--- config.mk ---
export PLATFORM = sky130hd
export DESIGN_NAME = output_queue_admission_dt_ecn
export DESIGN_NICKNAME = d
export VERILOG_FILES = /design/src/rtl/core/oqad_pkg.sv /design/src/rtl/core/oqad_mem.sv /design/src/rtl/core/oqad_div.sv /design/src/rtl/core/oqad_adm.sv /design/src/rtl/core/output_queue_admission_dt_ecn.sv
export VERILOG_INCLUDE_DIRS = /design/src /design/src/rtl/core
export SDC_FILE = /design/constraint.sdc
export NUM_CORES = 2
export LEC_CHECK = 0
export ABC_CLOCK_PERIOD_IN_PS = 19070
export CAP_MARGIN = 25
export CORE_ASPECT_RATIO = 0.9
export CORE_MARGIN = 2
export CORE_UTILIZATION = 25
export CTS_BUF_LIST = sky130_fd_sc_hd__clkbuf_8
export CTS_CLUSTER_SIZE = 30
export DETAILED_ROUTE_END_ITERATION = 6
export DONT_BUFFER_PORTS = 1
export PLACE_DENSITY = 0.44
export RECOVER_POWER = 50
export SLEW_MARGIN = 15
export SYNTH_ARGS = -nofsm -noshare
export SYNTH_HDL_FRONTEND = slang
export SYNTH_SLANG_ARGS = --single-unit
export TNS_END_PERCENT = 5
--- constraint.sdc ---
create_clock -name clk -period 19.07 [get_ports clk]
set_clock_uncertainty 0.2 [all_clocks]
set_input_delay 2.8605 -clock clk [delete_from_list [all_inputs] [get_ports clk]]
set_output_delay 2.8605 -clock clk [all_outputs]
set_load 0.05 [all_outputs]
--- src/rtl/core/output_queue_admission_dt_ecn_macros.svh ---
// assertion macros shared by the output queue admission rtl
`ifndef OUTPUT_QUEUE_ADMISSION_DT_ECN_MACROS_SVH
`define OUTPUT_QUEUE_ADMISSION_DT_ECN_MACROS_SVH

// consequent must hold in the same cycle as the antecedent
`define OQAD_ASSERT_SAME(lbl, ante, cons, msg) \
	lbl: assert property (@(posedge clk) disable iff (!arst_n) (ante) |-> (cons)) \
		else $error(msg);

// consequent must hold in the cycle after the antecedent
`define OQAD_ASSERT_NEXT(lbl, ante, cons, msg) \
	lbl: assert property (@(posedge clk) disable iff (!arst_n) (ante) |=> (cons)) \
		else $error(msg);

`endif

--- src/rtl/core/oqad_pkg.sv ---
// types, codes and constants of the output queue admission block
`timescale 1ns / 1ps
package oqad_pkg;

	// port count default
	localparam int NUM_PORTS_DEF = 16;

	// field widths
	localparam int QB_W    = 24;
	localparam int OCC_W   = 28;
	localparam int DROP_W  = 32;
	localparam int LEN_W   = 16;
	localparam int SHARE_W = 24;
	localparam int THR_W   = 32;

	// register reset values
	localparam int BUFFER_BYTES_RST  = 1048576;
	localparam int ACTIVE_PORTS_RST  = 16;
	localparam int PP_BUFFER_RST     = 131072;
	localparam int ECN_THR_KIB_RST   = 64;

	localparam logic [OCC_W-1:0] OCC_MAX = {OCC_W{1'b1}};
	// class values above this pick the long queue
	localparam logic [7:0] TOS_LONG_LIMIT = 8'd4;

	// operations
	typedef enum logic {
		OP_ENQ = 1'b0,
		OP_DEQ = 1'b1
	} op_t;

	// result status codes
	typedef enum logic [2:0] {
		ST_OK            = 3'd0,
		ST_OVER_THR      = 3'd1,
		ST_OVERFLOW      = 3'd2,
		ST_NOT_MARKABLE  = 3'd3,
		ST_BAD_PORT      = 3'd4,
		ST_DEQ_UNDERFLOW = 3'd5
	} st_t;

	// configuration register indexes
	typedef enum logic [3:0] {
		REG_SHARED_MODE    = 4'd0,
		REG_THRESHOLD_MODE = 4'd1,
		REG_ALPHA_SHIFT    = 4'd2,
		REG_BUFFER_BYTES   = 4'd3,
		REG_ACTIVE_PORTS   = 4'd4,
		REG_PP_BUFFER      = 4'd5,
		REG_MARK_EN        = 4'd6,
		REG_ECN_THR_KIB    = 4'd7
	} reg_idx_t;

	// per-port memory word
	typedef struct packed {
		logic [DROP_W-1:0] drops;
		logic [QB_W-1:0]   qbytes;
	} entry_t;

	// configuration seen by the decision stage
	typedef struct packed {
		logic              shared;
		logic [QB_W-1:0]   buffer_bytes;
		logic [QB_W-2:0]   static_limit;
		logic              ecn_en;
		logic [QB_W-1:0]   ecn_thr_bytes;
	} adm_cfg_t;

	// one item at the decision stage
	typedef struct packed {
		op_t               op;
		logic              bad;
		logic [LEN_W-1:0]  len;
		logic              is_ipv4;
		logic [1:0]        ecn;
		logic [7:0]        tos;
		entry_t            entry;
		logic [THR_W-1:0]  thr;
		logic [OCC_W-1:0]  occ;
		logic [OCC_W:0]    occ_add;
		logic [OCC_W-1:0]  occ_sub;
	} adm_req_t;

	// decision and write-back values
	typedef struct packed {
		st_t               status;
		logic              mark;
		logic              longq;
		logic              we;
		entry_t            entry;
		logic [OCC_W-1:0]  occ;
	} adm_res_t;

endpackage

--- src/rtl/core/oqad_mem.sv ---
// per-port state memory: queue bytes and drop counter, valid bits for reset
`timescale 1ns / 1ps
module oqad_mem #(
	parameter int DEPTH = 16
) (
	input  logic                       clk,
	input  logic                       arst_n,
	input  logic                       rd_en,
	input  logic [$clog2(DEPTH)-1:0]   rd_addr,
	output oqad_pkg::entry_t           rd_data,
	input  logic                       we,
	input  logic [$clog2(DEPTH)-1:0]   wr_addr,
	input  oqad_pkg::entry_t           wr_data
);
	import oqad_pkg::*;

	entry_t             mem [DEPTH];
	entry_t             rdata_q;
	logic [DEPTH-1:0]   vld_q;
	logic               rd_vld_q;

	// storage array, one write and one registered read
	always_ff @(posedge clk) begin
		if (we) begin
			mem[wr_addr] <= wr_data;
		end
		if (rd_en) begin
			rdata_q <= mem[rd_addr];
		end
	end

	// entries read as zero until first written
	always_ff @(posedge clk or negedge arst_n) begin
		if (!arst_n) begin
			vld_q    <= '0;
			rd_vld_q <= 1'b0;
		end else begin
			if (we) begin
				vld_q[wr_addr] <= 1'b1;
			end
			if (rd_en) begin
				rd_vld_q <= vld_q[rd_addr];
			end
		end
	end

	assign rd_data = rd_vld_q ? rdata_q : '0;

endmodule

--- src/rtl/core/oqad_div.sv ---
// restoring divider for the equal share, one quotient bit per cycle
`timescale 1ns / 1ps
module oqad_div #(
	parameter int NUM_PORTS = oqad_pkg::NUM_PORTS_DEF
) (
	input  logic                             clk,
	input  logic                             arst_n,
	input  logic                             start,
	input  logic [oqad_pkg::SHARE_W-1:0]     dividend,
	input  logic [$clog2(NUM_PORTS+1)-1:0]   divisor,
	output logic                             busy,
	output logic [oqad_pkg::SHARE_W-1:0]     quotient
);
	import oqad_pkg::*;

	localparam int VW        = $clog2(NUM_PORTS + 1);
	localparam int CNTW      = $clog2(SHARE_W);
	localparam int RST_PORTS = (NUM_PORTS < ACTIVE_PORTS_RST) ? NUM_PORTS : ACTIVE_PORTS_RST;
	localparam int QUOT_RST  = BUFFER_BYTES_RST / RST_PORTS;

	logic                busy_q;
	logic [CNTW-1:0]     cnt_q;
	logic [SHARE_W-1:0]  dvd_q;
	logic [VW-1:0]       rem_q;
	logic [VW-1:0]       dsr_q;
	logic [SHARE_W-1:0]  quot_q;

	logic [VW:0]         trial;
	logic [VW:0]         diff;
	logic                ge;
	logic [VW-1:0]       rem_nxt;
	logic [SHARE_W-1:0]  dvd_nxt;

	// one trial subtraction per cycle
	always_comb begin
		trial   = {rem_q, dvd_q[SHARE_W-1]};
		ge      = trial >= {1'b0, dsr_q};
		diff    = trial - {1'b0, dsr_q};
		rem_nxt = ge ? diff[VW-1:0] : trial[VW-1:0];
		dvd_nxt = {dvd_q[SHARE_W-2:0], ge};
	end

	// iteration control and result register
	always_ff @(posedge clk or negedge arst_n) begin
		if (!arst_n) begin
			busy_q <= 1'b0;
			cnt_q  <= '0;
			quot_q <= SHARE_W'(QUOT_RST);
		end else if (start) begin
			busy_q <= 1'b1;
			cnt_q  <= CNTW'(SHARE_W - 1);
		end else if (busy_q) begin
			if (cnt_q == '0) begin
				busy_q <= 1'b0;
				quot_q <= dvd_nxt;
			end else begin
				cnt_q <= cnt_q - 1'b1;
			end
		end
	end

	// datapath registers
	always_ff @(posedge clk) begin
		if (start) begin
			dvd_q <= dividend;
			rem_q <= '0;
			dsr_q <= divisor;
		end else if (busy_q) begin
			dvd_q <= dvd_nxt;
			rem_q <= rem_nxt;
		end
	end

	assign busy     = busy_q;
	assign quotient = quot_q;

endmodule

--- src/rtl/core/oqad_adm.sv ---
// admission decision: thresholds, ecn marking, drops and dequeue update
`timescale 1ns / 1ps
module oqad_adm (
	input  oqad_pkg::adm_req_t  req,
	input  oqad_pkg::adm_cfg_t  cfg,
	output oqad_pkg::adm_res_t  res
);
	import oqad_pkg::*;

	logic [QB_W:0]   qenq;
	logic            want_mark;
	st_t             st;

	always_comb begin
		qenq      = {1'b0, req.entry.qbytes} + {{(QB_W + 1 - LEN_W){1'b0}}, req.len};
		want_mark = cfg.ecn_en && (req.entry.qbytes >= cfg.ecn_thr_bytes);
		st        = ST_OK;
		res       = '0;
		res.entry = req.entry;
		res.occ   = req.occ;

		if (req.bad) begin
			// bad port: no state change, fields cleared
			res.status = ST_BAD_PORT;
			res.entry  = '0;
		end else if (req.op == OP_DEQ) begin
			// dequeue completion
			res.we = 1'b1;
			if ({{(QB_W - LEN_W){1'b0}}, req.len} > req.entry.qbytes) begin
				res.status = ST_DEQ_UNDERFLOW;
			end else begin
				res.status       = ST_OK;
				res.entry.qbytes = req.entry.qbytes - {{(QB_W - LEN_W){1'b0}}, req.len};
				res.occ          = req.occ_sub;
			end
		end else begin
			// enqueue admission
			res.we = 1'b1;
			if (cfg.shared) begin
				if ({{(THR_W - QB_W - 1){1'b0}}, qenq} > req.thr) begin
					st = ST_OVER_THR;
				end else if (req.occ_add > {{(OCC_W + 1 - QB_W){1'b0}}, cfg.buffer_bytes}) begin
					st = ST_OVERFLOW;
				end
			end else if (qenq > {2'b00, cfg.static_limit}) begin
				st = ST_OVERFLOW;
			end

			// ecn marking on admitted items
			if (st == ST_OK && want_mark) begin
				if (req.is_ipv4 && req.ecn != 2'b00) begin
					res.mark = 1'b1;
				end else begin
					st = ST_NOT_MARKABLE;
				end
			end

			res.status = st;
			if (st == ST_OK) begin
				res.longq        = req.tos > TOS_LONG_LIMIT;
				res.entry.qbytes = qenq[QB_W-1:0];
				res.occ          = (req.occ_add > {1'b0, OCC_MAX}) ? OCC_MAX
				                                                  : req.occ_add[OCC_W-1:0];
			end else begin
				res.mark = 1'b0;
				if (req.tos <= TOS_LONG_LIMIT) begin
					res.entry.drops = req.entry.drops + 1'b1;
				end
			end
		end
	end

endmodule

--- src/rtl/core/output_queue_admission_dt_ecn.sv ---
// output queue admission with dynamic threshold and ecn marking, top level
//
// channel   direction  handshake                  payload
// item in   in         start & !busy              op, port, packet_length, is_ipv4,
//                                                 ecn_field, class_tos
// result    out        done, one cycle            status, ecn_mark, use_long_queue,
//                                                 queue_bytes_after, occupancy_after,
//                                                 drop_count
// config    in         cfg_valid & cfg_ready      cfg_index, cfg_data
//
// an item passes the registered state memory read with the threshold arithmetic, then
// the decision and write-back, then the result registers; the next item may start while
// the previous writes back, a same-port write is forwarded into the read stage. writing
// buffer_bytes or active_ports recomputes the equal share in a bit-serial divider, busy
// is held high and cfg_ready low until the divider is done. after reset the per-port
// state reads as zero, ready at once, no stalls out.
`timescale 1ns / 1ps
`include "output_queue_admission_dt_ecn_macros.svh"
module output_queue_admission_dt_ecn #(
	parameter int NUM_PORTS = oqad_pkg::NUM_PORTS_DEF
) (
	input  logic         clk,
	input  logic         arst_n,
	input  logic         start,
	output logic         busy,
	input  logic         op,
	input  logic [3:0]   port,
	input  logic [15:0]  packet_length,
	input  logic         is_ipv4,
	input  logic [1:0]   ecn_field,
	input  logic [7:0]   class_tos,
	output logic         done,
	output logic [2:0]   status,
	output logic         ecn_mark,
	output logic         use_long_queue,
	output logic [23:0]  queue_bytes_after,
	output logic [27:0]  occupancy_after,
	output logic [31:0]  drop_count,
	input  logic         cfg_valid,
	output logic         cfg_ready,
	input  logic [3:0]   cfg_index,
	input  logic [23:0]  cfg_data
);
	import oqad_pkg::*;

	localparam int AW = $clog2(NUM_PORTS);
	localparam int PW = $clog2(NUM_PORTS + 1);
	localparam int CW = (PW > 5) ? PW : 5;

	// configuration registers
	logic                shared_mode_q;
	logic                threshold_mode_q;
	logic [3:0]          alpha_shift_q;
	logic [QB_W-1:0]     buffer_bytes_q;
	logic [4:0]          active_ports_q;
	logic [QB_W-1:0]     pp_buffer_q;
	logic                mark_en_q;
	logic [13:0]         ecn_thr_kib_q;
	logic                share_pend_q;

	logic                cfg_wr;
	logic                div_busy;
	logic [SHARE_W-1:0]  equal_share;
	logic [CW-1:0]       ap_ext;
	logic [PW-1:0]       eff_ports;

	// item path
	logic                accept;
	logic                port_bad;
	logic [AW-1:0]       port_addr;

	logic                s1_valid_q;
	op_t                 op_s1;
	logic                bad_s1;
	logic [LEN_W-1:0]    len_s1;
	logic                ipv4_s1;
	logic [1:0]          ecn_s1;
	logic [7:0]          tos_s1;
	logic [AW-1:0]       addr_s1;
	logic                fwd_s1;
	entry_t              fwd_data_s1;

	logic                s2_valid_q;
	op_t                 op_s2;
	logic                bad_s2;
	logic [LEN_W-1:0]    len_s2;
	logic                ipv4_s2;
	logic [1:0]          ecn_s2;
	logic [7:0]          tos_s2;
	logic [AW-1:0]       addr_s2;
	entry_t              entry_s2;
	logic [THR_W-1:0]    thr_s2;
	logic [OCC_W:0]      occ_add_s2;
	logic [OCC_W-1:0]    occ_sub_s2;

	logic [OCC_W-1:0]    occ_q;
	entry_t              mem_rdata;
	entry_t              entry_cur;
	logic [QB_W-1:0]     free_bytes;
	logic [38:0]         free_shl;
	logic [THR_W-1:0]    thr_cur;
	logic [OCC_W:0]      occ_add_cur;
	logic [OCC_W-1:0]    occ_sub_cur;

	adm_req_t            req;
	adm_cfg_t            acfg;
	adm_res_t            res;
	logic                wb_en;

	// result registers
	logic                done_q;
	st_t                 status_q;
	logic                mark_q;
	logic                longq_q;
	logic [QB_W-1:0]     qbytes_q;
	logic [OCC_W-1:0]    occ_out_q;
	logic [DROP_W-1:0]   drops_q;

	// handshakes
	assign cfg_ready = !(share_pend_q || div_busy);
	assign cfg_wr    = cfg_valid && cfg_ready;
	assign busy      = s1_valid_q || share_pend_q || div_busy;
	assign accept    = start && !busy;

	// configuration write
	always_ff @(posedge clk or negedge arst_n) begin
		if (!arst_n) begin
			shared_mode_q    <= 1'b1;
			threshold_mode_q <= 1'b1;
			alpha_shift_q    <= '0;
			buffer_bytes_q   <= QB_W'(BUFFER_BYTES_RST);
			active_ports_q   <= 5'(ACTIVE_PORTS_RST);
			pp_buffer_q      <= QB_W'(PP_BUFFER_RST);
			mark_en_q        <= 1'b0;
			ecn_thr_kib_q    <= 14'(ECN_THR_KIB_RST);
			share_pend_q     <= 1'b0;
		end else begin
			share_pend_q <= 1'b0;
			if (cfg_wr) begin
				unique case (reg_idx_t'(cfg_index))
					REG_SHARED_MODE:    shared_mode_q    <= cfg_data[0];
					REG_THRESHOLD_MODE: threshold_mode_q <= cfg_data[0];
					REG_ALPHA_SHIFT:    alpha_shift_q    <= cfg_data[3:0];
					REG_BUFFER_BYTES: begin
						buffer_bytes_q <= cfg_data;
						share_pend_q   <= 1'b1;
					end
					REG_ACTIVE_PORTS: begin
						active_ports_q <= cfg_data[4:0];
						share_pend_q   <= 1'b1;
					end
					REG_PP_BUFFER:      pp_buffer_q      <= cfg_data;
					REG_MARK_EN:        mark_en_q        <= cfg_data[0];
					REG_ECN_THR_KIB:    ecn_thr_kib_q    <= cfg_data[13:0];
					default: ;
				endcase
			end
		end
	end

	// ports in use, clamped to 1..NUM_PORTS
	always_comb begin
		ap_ext = CW'(active_ports_q);
		if (ap_ext == '0) begin
			eff_ports = PW'(1);
		end else if (ap_ext > CW'(NUM_PORTS)) begin
			eff_ports = PW'(NUM_PORTS);
		end else begin
			eff_ports = PW'(ap_ext);
		end
	end

	// equal share divider
	oqad_div #(
		.NUM_PORTS (NUM_PORTS)
	) u_div (
		.clk      (clk),
		.arst_n   (arst_n),
		.start    (share_pend_q),
		.dividend (buffer_bytes_q),
		.divisor  (eff_ports),
		.busy     (div_busy),
		.quotient (equal_share)
	);

	// port check and memory address at acceptance
	assign port_bad  = 32'(port) >= 32'(eff_ports);
	assign port_addr = AW'(port);

	// per-port state memory
	oqad_mem #(
		.DEPTH (NUM_PORTS)
	) u_mem (
		.clk     (clk),
		.arst_n  (arst_n),
		.rd_en   (accept),
		.rd_addr (port_addr),
		.rd_data (mem_rdata),
		.we      (wb_en),
		.wr_addr (addr_s2),
		.wr_data (res.entry)
	);

	// stage 1 and stage 2 valid control
	always_ff @(posedge clk or negedge arst_n) begin
		if (!arst_n) begin
			s1_valid_q <= 1'b0;
			s2_valid_q <= 1'b0;
		end else begin
			s1_valid_q <= accept;
			s2_valid_q <= s1_valid_q;
		end
	end

	// stage 1 payload, forward a same-port write-back
	always_ff @(posedge clk) begin
		if (accept) begin
			op_s1       <= op_t'(op);
			bad_s1      <= port_bad;
			len_s1      <= packet_length;
			ipv4_s1     <= is_ipv4;
			ecn_s1      <= ecn_field;
			tos_s1      <= class_tos;
			addr_s1     <= port_addr;
			fwd_s1      <= wb_en && (addr_s2 == port_addr);
			fwd_data_s1 <= res.entry;
		end
	end

	// stage 1: threshold and occupancy arithmetic
	always_comb begin
		entry_cur  = fwd_s1 ? fwd_data_s1 : mem_rdata;
		free_bytes = ({{(OCC_W - QB_W){1'b0}}, buffer_bytes_q} > occ_q)
		             ? buffer_bytes_q - occ_q[QB_W-1:0] : '0;
		free_shl   = {15'b0, free_bytes} << alpha_shift_q;
		if (!threshold_mode_q) begin
			thr_cur = {{(THR_W - SHARE_W){1'b0}}, equal_share};
		end else if (free_shl[38:THR_W] != '0) begin
			thr_cur = {THR_W{1'b1}};
		end else begin
			thr_cur = free_shl[THR_W-1:0];
		end
		occ_add_cur = {1'b0, occ_q} + {{(OCC_W + 1 - LEN_W){1'b0}}, len_s1};
		occ_sub_cur = (occ_q >= {{(OCC_W - LEN_W){1'b0}}, len_s1})
		              ? occ_q - {{(OCC_W - LEN_W){1'b0}}, len_s1} : '0;
	end

	// stage 2 payload
	always_ff @(posedge clk) begin
		if (s1_valid_q) begin
			op_s2      <= op_s1;
			bad_s2     <= bad_s1;
			len_s2     <= len_s1;
			ipv4_s2    <= ipv4_s1;
			ecn_s2     <= ecn_s1;
			tos_s2     <= tos_s1;
			addr_s2    <= addr_s1;
			entry_s2   <= entry_cur;
			thr_s2     <= thr_cur;
			occ_add_s2 <= occ_add_cur;
			occ_sub_s2 <= occ_sub_cur;
		end
	end

	// stage 2: decision
	always_comb begin
		req.op       = op_s2;
		req.bad      = bad_s2;
		req.len      = len_s2;
		req.is_ipv4  = ipv4_s2;
		req.ecn      = ecn_s2;
		req.tos      = tos_s2;
		req.entry    = entry_s2;
		req.thr      = thr_s2;
		req.occ      = occ_q;
		req.occ_add  = occ_add_s2;
		req.occ_sub  = occ_sub_s2;

		acfg.shared        = shared_mode_q;
		acfg.buffer_bytes  = buffer_bytes_q;
		acfg.static_limit  = pp_buffer_q[QB_W-1:1];
		acfg.ecn_en        = mark_en_q;
		acfg.ecn_thr_bytes = {ecn_thr_kib_q, 10'b0};
	end

	oqad_adm u_adm (
		.req (req),
		.cfg (acfg),
		.res (res)
	);

	assign wb_en = s2_valid_q && res.we;

	// running total occupancy
	always_ff @(posedge clk or negedge arst_n) begin
		if (!arst_n) begin
			occ_q <= '0;
		end else if (s2_valid_q) begin
			occ_q <= res.occ;
		end
	end

	// result strobe
	always_ff @(posedge clk or negedge arst_n) begin
		if (!arst_n) begin
			done_q <= 1'b0;
		end else begin
			done_q <= s2_valid_q;
		end
	end

	// result payload
	always_ff @(posedge clk) begin
		if (s2_valid_q) begin
			status_q  <= res.status;
			mark_q    <= res.mark;
			longq_q   <= res.longq;
			qbytes_q  <= res.entry.qbytes;
			occ_out_q <= res.occ;
			drops_q   <= res.entry.drops;
		end
	end

	assign done              = done_q;
	assign status            = status_q;
	assign ecn_mark          = mark_q;
	assign use_long_queue    = longq_q;
	assign queue_bytes_after = qbytes_q;
	assign occupancy_after   = occ_out_q;
	assign drop_count        = drops_q;

	// checks
	`OQAD_ASSERT_NEXT(a_accept_fills_s1, accept, s1_valid_q, "accepted item did not reach stage 1")
	`OQAD_ASSERT_NEXT(a_s2_gives_result, s2_valid_q, done, "decision stage gave no result")
	`OQAD_ASSERT_SAME(a_mark_only_ok, done && ecn_mark, status == ST_OK, "mark on refused item")
	`OQAD_ASSERT_SAME(a_long_only_ok, done && use_long_queue, status == ST_OK, "long queue on refused item")
	`OQAD_ASSERT_SAME(a_share_blocks, share_pend_q || div_busy, busy && !cfg_ready, "item or write during share update")

endmodule

# ---- Yosys cells after proc, flatten, opt, wreduce, memory -nomap -nowiden
# Memories as Yosys holds them, arrays and structs flattened. A register that Yosys moved wholly into a read port is not among the register bits.
# Index checks and enable logic that the tools add are counted.
dict set report word_totals {
  register_bits 544
  latchBits 0
  ramBits 896
  rom_bits 0
  in_bits 64
  out_inout_bits 92
  word_cells 170
  memories 1
}
# name words width rd rd_ports_with_merged_regs write_ports line_no
set memory_table {}
lappend memory_table {u_mem.mem 16 56 1 1 1 oqad_mem.sv:17} ;# entry_t mem [DEPTH];
dict set report op_classes {
  add_sub_neg 8
  mul 0
  div 0
  magnitude_cmp 16
  eq_ne 9
  shift 1
  mux 47
  bitwise_logic 4
  n_reduce_logical 34
}
# operator n
set op_table {}
lappend op_table {{2-to-1 mux 56 bit} 3}
lappend op_table {{2-to-1 mux 52 bit} 3}
lappend op_table {{2-to-1 mux 32 bit} 4}
lappend op_table {{2-to-1 mux 24 bit} 4}
lappend op_table {{2-to-1 mux 28 bit} 2}
lappend op_table {{left shift 24 x 4 -> 39 bit} 1}
lappend op_table {{adder 32 x 1 -> 32 bit (second input constant)} 1}
lappend op_table {{greater-than comparator 25 x 32 -> 1 bit} 1}
lappend op_table {{2-to-1 mux 3 bit} 10}
lappend op_table {{2-to-1 mux 5 bit} 6}
lappend op_table {{adder 28 x 16 -> 29 bit} 1}
lappend op_table {{greater-than comparator 29 x 24 -> 1 bit} 1}
lappend op_table {{greater-than comparator 29 x 28 -> 1 bit (second input constant)} 1}
lappend op_table {{>= comparator 28 x 16 -> 1 bit} 1}
lappend op_table {{greater-than comparator 24 x 28 -> 1 bit} 1}
lappend op_table {{subtractor 28 x 16 -> 28 bit} 1}
lappend op_table {{adder 24 x 16 -> 25 bit} 1}
lappend op_table {{greater-than comparator 25 x 23 -> 1 bit} 1}
lappend op_table {{>= comparator 24 bit} 1}
lappend op_table {{greater-than comparator 16 x 24 -> 1 bit} 1}
lappend op_table {{subtractor 24 x 16 -> 24 bit} 1}
lappend op_table {{subtractor 24 bit} 1}
lappend op_table {{AND reduction 2 bit} 9}
lappend op_table {{equality test 4 x 3 -> 1 bit (second input constant)} 4}
lappend op_table {{31 further kinds} 59}

# ---- Longest topological paths before layout
dict set report depth {
  ltp_word 15
  depth_mapped 27
  depth_no_buf 25
}

# ---- By module
# From an unflattened synthesis, not the netlist that was laid out.
dict set report unflattened {
  cells_unflattened 4188
  area_unflattened_um2 66784.1
}
# mod instances cells_each area_per_inst_um2
set by_module_without_submodules {}
lappend by_module_without_submodules {oqad_mem 1 1421 36337.4}
lappend by_module_without_submodules {output_queue_admission_dt_ecn 1 1535 20601.0}
lappend by_module_without_submodules {oqad_adm 1 1037 6980.4}
lappend by_module_without_submodules {oqad_div 1 195 2865.2}

# ---- Worst setup path after synthesis
# No wires, ideal clock.
dict set report synth_timing {
  path_type {reg2reg}
  startpoint {reg s1_valid_q}
  endpoint {reg u_mem.rd_vld_q}
  arrival_time_ns 10.887
  t_required_ns 18.773
  setup_slack_ns 7.887
  stages_incl_launch_ff 4
  period_less_slack_ns 11.183
  path_cell_list {dfrtp_1 -> or3_1 -> nor2_1 -> mux2_2}
}
dict set report synth_between {
  elab_chain_len 4
}
# element line_no
set synth_rtl {}
lappend synth_rtl {{start, declared} output_queue_admission_dt_ecn.sv:72} ;# logic s1_valid_q;
lappend synth_rtl {{start signal, assigned} output_queue_admission_dt_ecn.sv:210} ;# s1_valid_q <= accept;
lappend synth_rtl {{logical OR 1 bit (2 in series)} output_queue_admission_dt_ecn.sv:122} ;# assign busy = s1_valid_q || share_pend_q || div_busy;
lappend synth_rtl {{net busy} output_queue_admission_dt_ecn.sv:25} ;# output logic busy,
lappend synth_rtl {{zero test 1 bit} output_queue_admission_dt_ecn.sv:123} ;# assign accept = start && !busy;
lappend synth_rtl {{logical AND 1 bit} output_queue_admission_dt_ecn.sv:123}
lappend synth_rtl {{net accept} output_queue_admission_dt_ecn.sv:68} ;# logic accept;
lappend synth_rtl {{end signal, assigned} oqad_mem.sv:42} ;# rd_vld_q <= vld_q[rd_addr];
lappend synth_rtl {{end, declared} oqad_mem.sv:20} ;# logic rd_vld_q;
# The timed path passes the listed nets, and every way through them passes these cells.
# A chain may end at the register's enable or synchronous reset.

# ---- Worst setup path in the final report
dict set report layout_timing {
  startpoint {reg share_pend_q}
  endpoint {reg len_s1[13], enable pin}
}
dict set report layout_between {
  elab_chain_len 4
}
# element line_no
set layout_rtl {}
lappend layout_rtl {{start, declared} output_queue_admission_dt_ecn.sv:59} ;# logic share_pend_q;
lappend layout_rtl {{start signal, assigned} output_queue_admission_dt_ecn.sv:136} ;# share_pend_q <= 1'b0;
lappend layout_rtl {{start signal, assigned} output_queue_admission_dt_ecn.sv:138} ;# share_pend_q <= 1'b0;
lappend layout_rtl {{start signal, assigned} output_queue_admission_dt_ecn.sv:146} ;# share_pend_q <= 1'b1;
lappend layout_rtl {{logical OR 1 bit (2 in series)} output_queue_admission_dt_ecn.sv:122}
lappend layout_rtl {{net busy} output_queue_admission_dt_ecn.sv:25}
lappend layout_rtl {{zero test 1 bit} output_queue_admission_dt_ecn.sv:123}
lappend layout_rtl {{logical AND 1 bit} output_queue_admission_dt_ecn.sv:123}
lappend layout_rtl {{net accept} output_queue_admission_dt_ecn.sv:68}
lappend layout_rtl {{end signal, assigned} output_queue_admission_dt_ecn.sv:220} ;# len_s1 <= packet_length;
lappend layout_rtl {{end, declared} output_queue_admission_dt_ecn.sv:75} ;# logic [LEN_W-1:0] len_s1;
# The timed path passes the listed nets, and every way through them passes these cells.

==> impl_results.md <==
- Vias in the first global route: 37,290
- Hold endpoint: tos_s2[0]
- Layout Nets: between 4,000 and 5,000
- Synthesis-to-finish area growth: 13.11%
- Final HPWL DP: between 100,000 and 150,000 um
- Rows: 178
- Antenna violations before repair: 30
- Worst-path cell chain: clkbuf_1 -> or3_1 -> nor2_1 -> clkbuf_1 -> buf_4
- Top cell by count, worst path: clkbuf_1
- Number of synthesized flops with an enable pin: approximately 1,300
- Metal2 WL: ~89,000 um
- Clk_lat worst skew: between 0.9 and 1 ns
- Ys Warns: 0
- Share of cells above drive strength 1: between 10% and 20%
- Tot GR Track Use: about 15%
- DR iter-0 viols: 3,174
- CP Class: reg -> reg
- Dominant cell type by area after synthesis: edfxtp_1
- Filler cell count in the final layout: 26,250
- Max-slew violations: approximately 1,300
- Hold Startpoint: tos_s1[0]
- WL met3: between 10,000 and 15,000 um
- Resized cells post-CTS: 0
- Routed wire length: roughly 200,000 um
- Grt total ovfl: 0
- Area occupied by registers: ~44,000 um2
- Die width: around 540 um
- Max H-tree Level: 4
- Setup TNS: 0 ns
- Endpoints failing hold: 0
- Slowest cell on crit path: clkbuf_1
- Synthesis-stage register bit count: 1,495
- Leak Pwr: 25.40 nW
- Total die area: roughly 270,000 um2
- HP Class: reg -> reg
- Register area share after synthesis: 67.36%
- Worst setup startpoint: share_pend_q
- Ys async rst share: ~10%
- Clk buf depth: 4
- Power Dens Cells: ~150 nW/um2
- Depth of the worst hold-timing path: 0
- Status: finished, violations left
- Synth Instances: 4,038
- Synth cell types: 102
- CTS tree: built
- Top cell type's share of synthesized area: 61.38%
- Core area: 260,800 um2
- Vias per inst: approximately 4.6
- Wl on met1: 90,110 um
- CP required: about 19 ns
- Worst reg2reg path depth: 5
- Syn Nets: around 4,300
- Min Tclk post-route: approximately 8.0 ns
- Top Layer Used: met5
- Syn_area_per_cell: 16.21 um2
- Post-route cell area: 74,040 um2
- RSZ-0062 raised after global routing: no
- Post-Place Cell Area: 69,870 um2
- DR DRC count: 0
- CP Buf/Inv Count: 3
- Violated checks: capacitance limit, slew limit
- Drt pass-1 iters: 5
- I/O Buffers: 0
- Sinks on Clock Net: roughly 1,500
- Chip height: 489.4 um
- Vias after detailed routing: ~37,000
- Post-CTS setup buffer count: 0
- Max incr delay on CP: about 2.7 ns
- CP endpoint kind: flop
- Commonest non-fill, non-tap cells in the layout: edfxtp_1, inv_1, mux4_2
- Cell area after synthesis: ~65,000 um2
- Fmax: ~120 MHz
- Synth top area cells: edfxtp_1, mux4_2, dfrtp_1, ha_1, mux2_2
- Worst-margin pin slew: ~4.4 ns
- Cts bufs inserted: between 200 and 250
- Clock-pin slew on the worst setup and hold paths: ~0.06 ns
- R2R Setup Slk: 11.05 ns
- Ports: roughly 160
- Cts hold-fix bufs: 0
- Max-Cap Viols: between 40 and 50
- Max FO, Critical Path: 48
- First-pass GRT wire length: approximately 280,000 um
- Gpl congestion: roughly 0.81
- Crit path DAT: 8.33 ns
- Top_reg_cell synth: edfxtp_1
- Endpoints failing setup: 0
- Util after Layout: between 20 and 30%
- Max_slew headroom: -193.3%
- Area of the multi-input gates: about 20,000 um2
- CTS Root Cell: clkbuf_8
- CP startpoint kind: flop
- Max VDD drop: around 0.070 mV
- Largest net degree at the start of global routing: about 230
- Commonest non-fill, non-tap cell in the layout: edfxtp_1
- R2r startpoint: share_pend_q
- WL per Instance: 25.01 um
- Starting Density: 25.10%
- Antenna-violating nets left: 0
- R2R Path End: len_s1[13]
- Delay-heaviest family, CP: buffers and inverters
- Fin crit share: ~42%
==> per-stage QoR <==
step | instances | hold WS, ns | power (mW) | setup slack (ns)
final | 7885 | 0.2173 | 10.75 | 11.05
after global routing | 7879 | 0.2212 | 11.38 | 10.21
after CTS | 7869 | 0.2185 | 10.86 | 11.62
after detailed placement | 7430 | 0.2045 | 8.219 | 11.63
after global placement | 7429 | 0.2028 | 8.210 | 11.67
after floorplan | 4038 | 0.2003 | 7.117 | 7.887
==> registers in the layout (all words and copies together) (netlist names), 23 cells and up <==
name,cells
occupancy_after,28
occ_add_s2,29
entry_s2,56
thr_s2,32
queue_bytes_after,24
occ_q,28
u_mem.mem,896
u_mem.rdata_q,56
pp_buffer_q,23
u_div.dvd_q,24
occ_sub_s2,28
buffer_bytes_q,24
drop_count,32
fwd_data_s1,56
u_div.quotient,24
==> worst max path at each step <==
stage / cells after the start / slack (ns) / end
2_1_floorplan: 3 / 7.89 / u_mem.rd_vld_q
4_1_cts: 22 / 11.62 / drop_count[10]
5_1_grt: 5 / 10.21 / fwd_data_s1[11]
3_3_place_gp: 21 / 11.67 / u_mem.mem[0][28]
3_5_place_dp: 22 / 11.63 / u_mem.mem[14][34]
6_report: 5 / 11.05 / len_s1[13]
==> worst register-to-register path, delay by kind of cell (launching register included) <==
family	cells	cell delay, ns
buffers and inverters	3	4.68
and+or+nand+nor	2	2.28
DFF	1	0.38
==> logic make-up (layout without fill, tap and decap cells) <==
logic type	count (synthesis)	count (layout)	share of synthesized area (%)
fa+ha+maj	192	192	3.739
flops	1495	1495	67.36
xor+xnor	111	111	1.485
buf+inv	405	733	2.422
compound gates	674	674	7.241
simple gates	738	738	5.545
other cells	0	9	0
mux	423	423	12.21
==> routing by layer <==
metal	vias to the layer above	GRT usage [%]
met3	318	3.556
met2	991	22.67
met4	12	3.968
met1	19120	20.06
met5	-	0
li1	16140	-
==> layout make-up <==
| class | instances | share of cell area [%] |
|---|---|---|
| Timing Repair Buffer | 81 | 0.6236 |
| Sequential cell | 1495 | 59.55 |
| Clock inverter | 186 | 1.147 |
| Inverter | 213 | 1.080 |
| Tap cell | 3510 | 5.932 |
| Antenna cell | 9 | 0.03042 |
| Multi-Input combinational cell | 2138 | 26.93 |
| Clock buffer | 253 | 4.703 |
==> report_power, final <==
group	internal (mW)	switching (mW)	total, mW
sequential	4.37	0.552	4.92
combinational	1.19	2.06	3.25
clock	1.25	1.32	2.57
==> synth_stat cells (8+ instances only) <==
cell       instances
ha_1             186
mux2i_1           23
o31ai_1           11
nand4_1           28
mux4_2           289
o2bb2ai_1         11
xnor2_1           79
o22ai_1           14
inv_1            210
or2_2             25
or3_1             16
nand2_1          168
and2_1            17
and3_1            23
buf_2             13
nor2_1           217
dfrtp_1          145
a22o_1           112
a31oi_1           21
o211ai_1          12
nor3_1            68
edfxtp_1        1338
buf_1             31
a311oi_1          10
xor2_1            32
a211o_1            8
nand2b_1          29
a21o_1            45
a21oi_1          145
o21ai_0          111
nor4_1            21
nor2b_1           36
nand3_1           46
o21ai_1           22
o21bai_1          18
a211oi_1          19
mux2_2           111
or4_1              8
o21a_1            20
clkbuf_1         138
No activity file was read; power rests on OpenSTA's default activity.
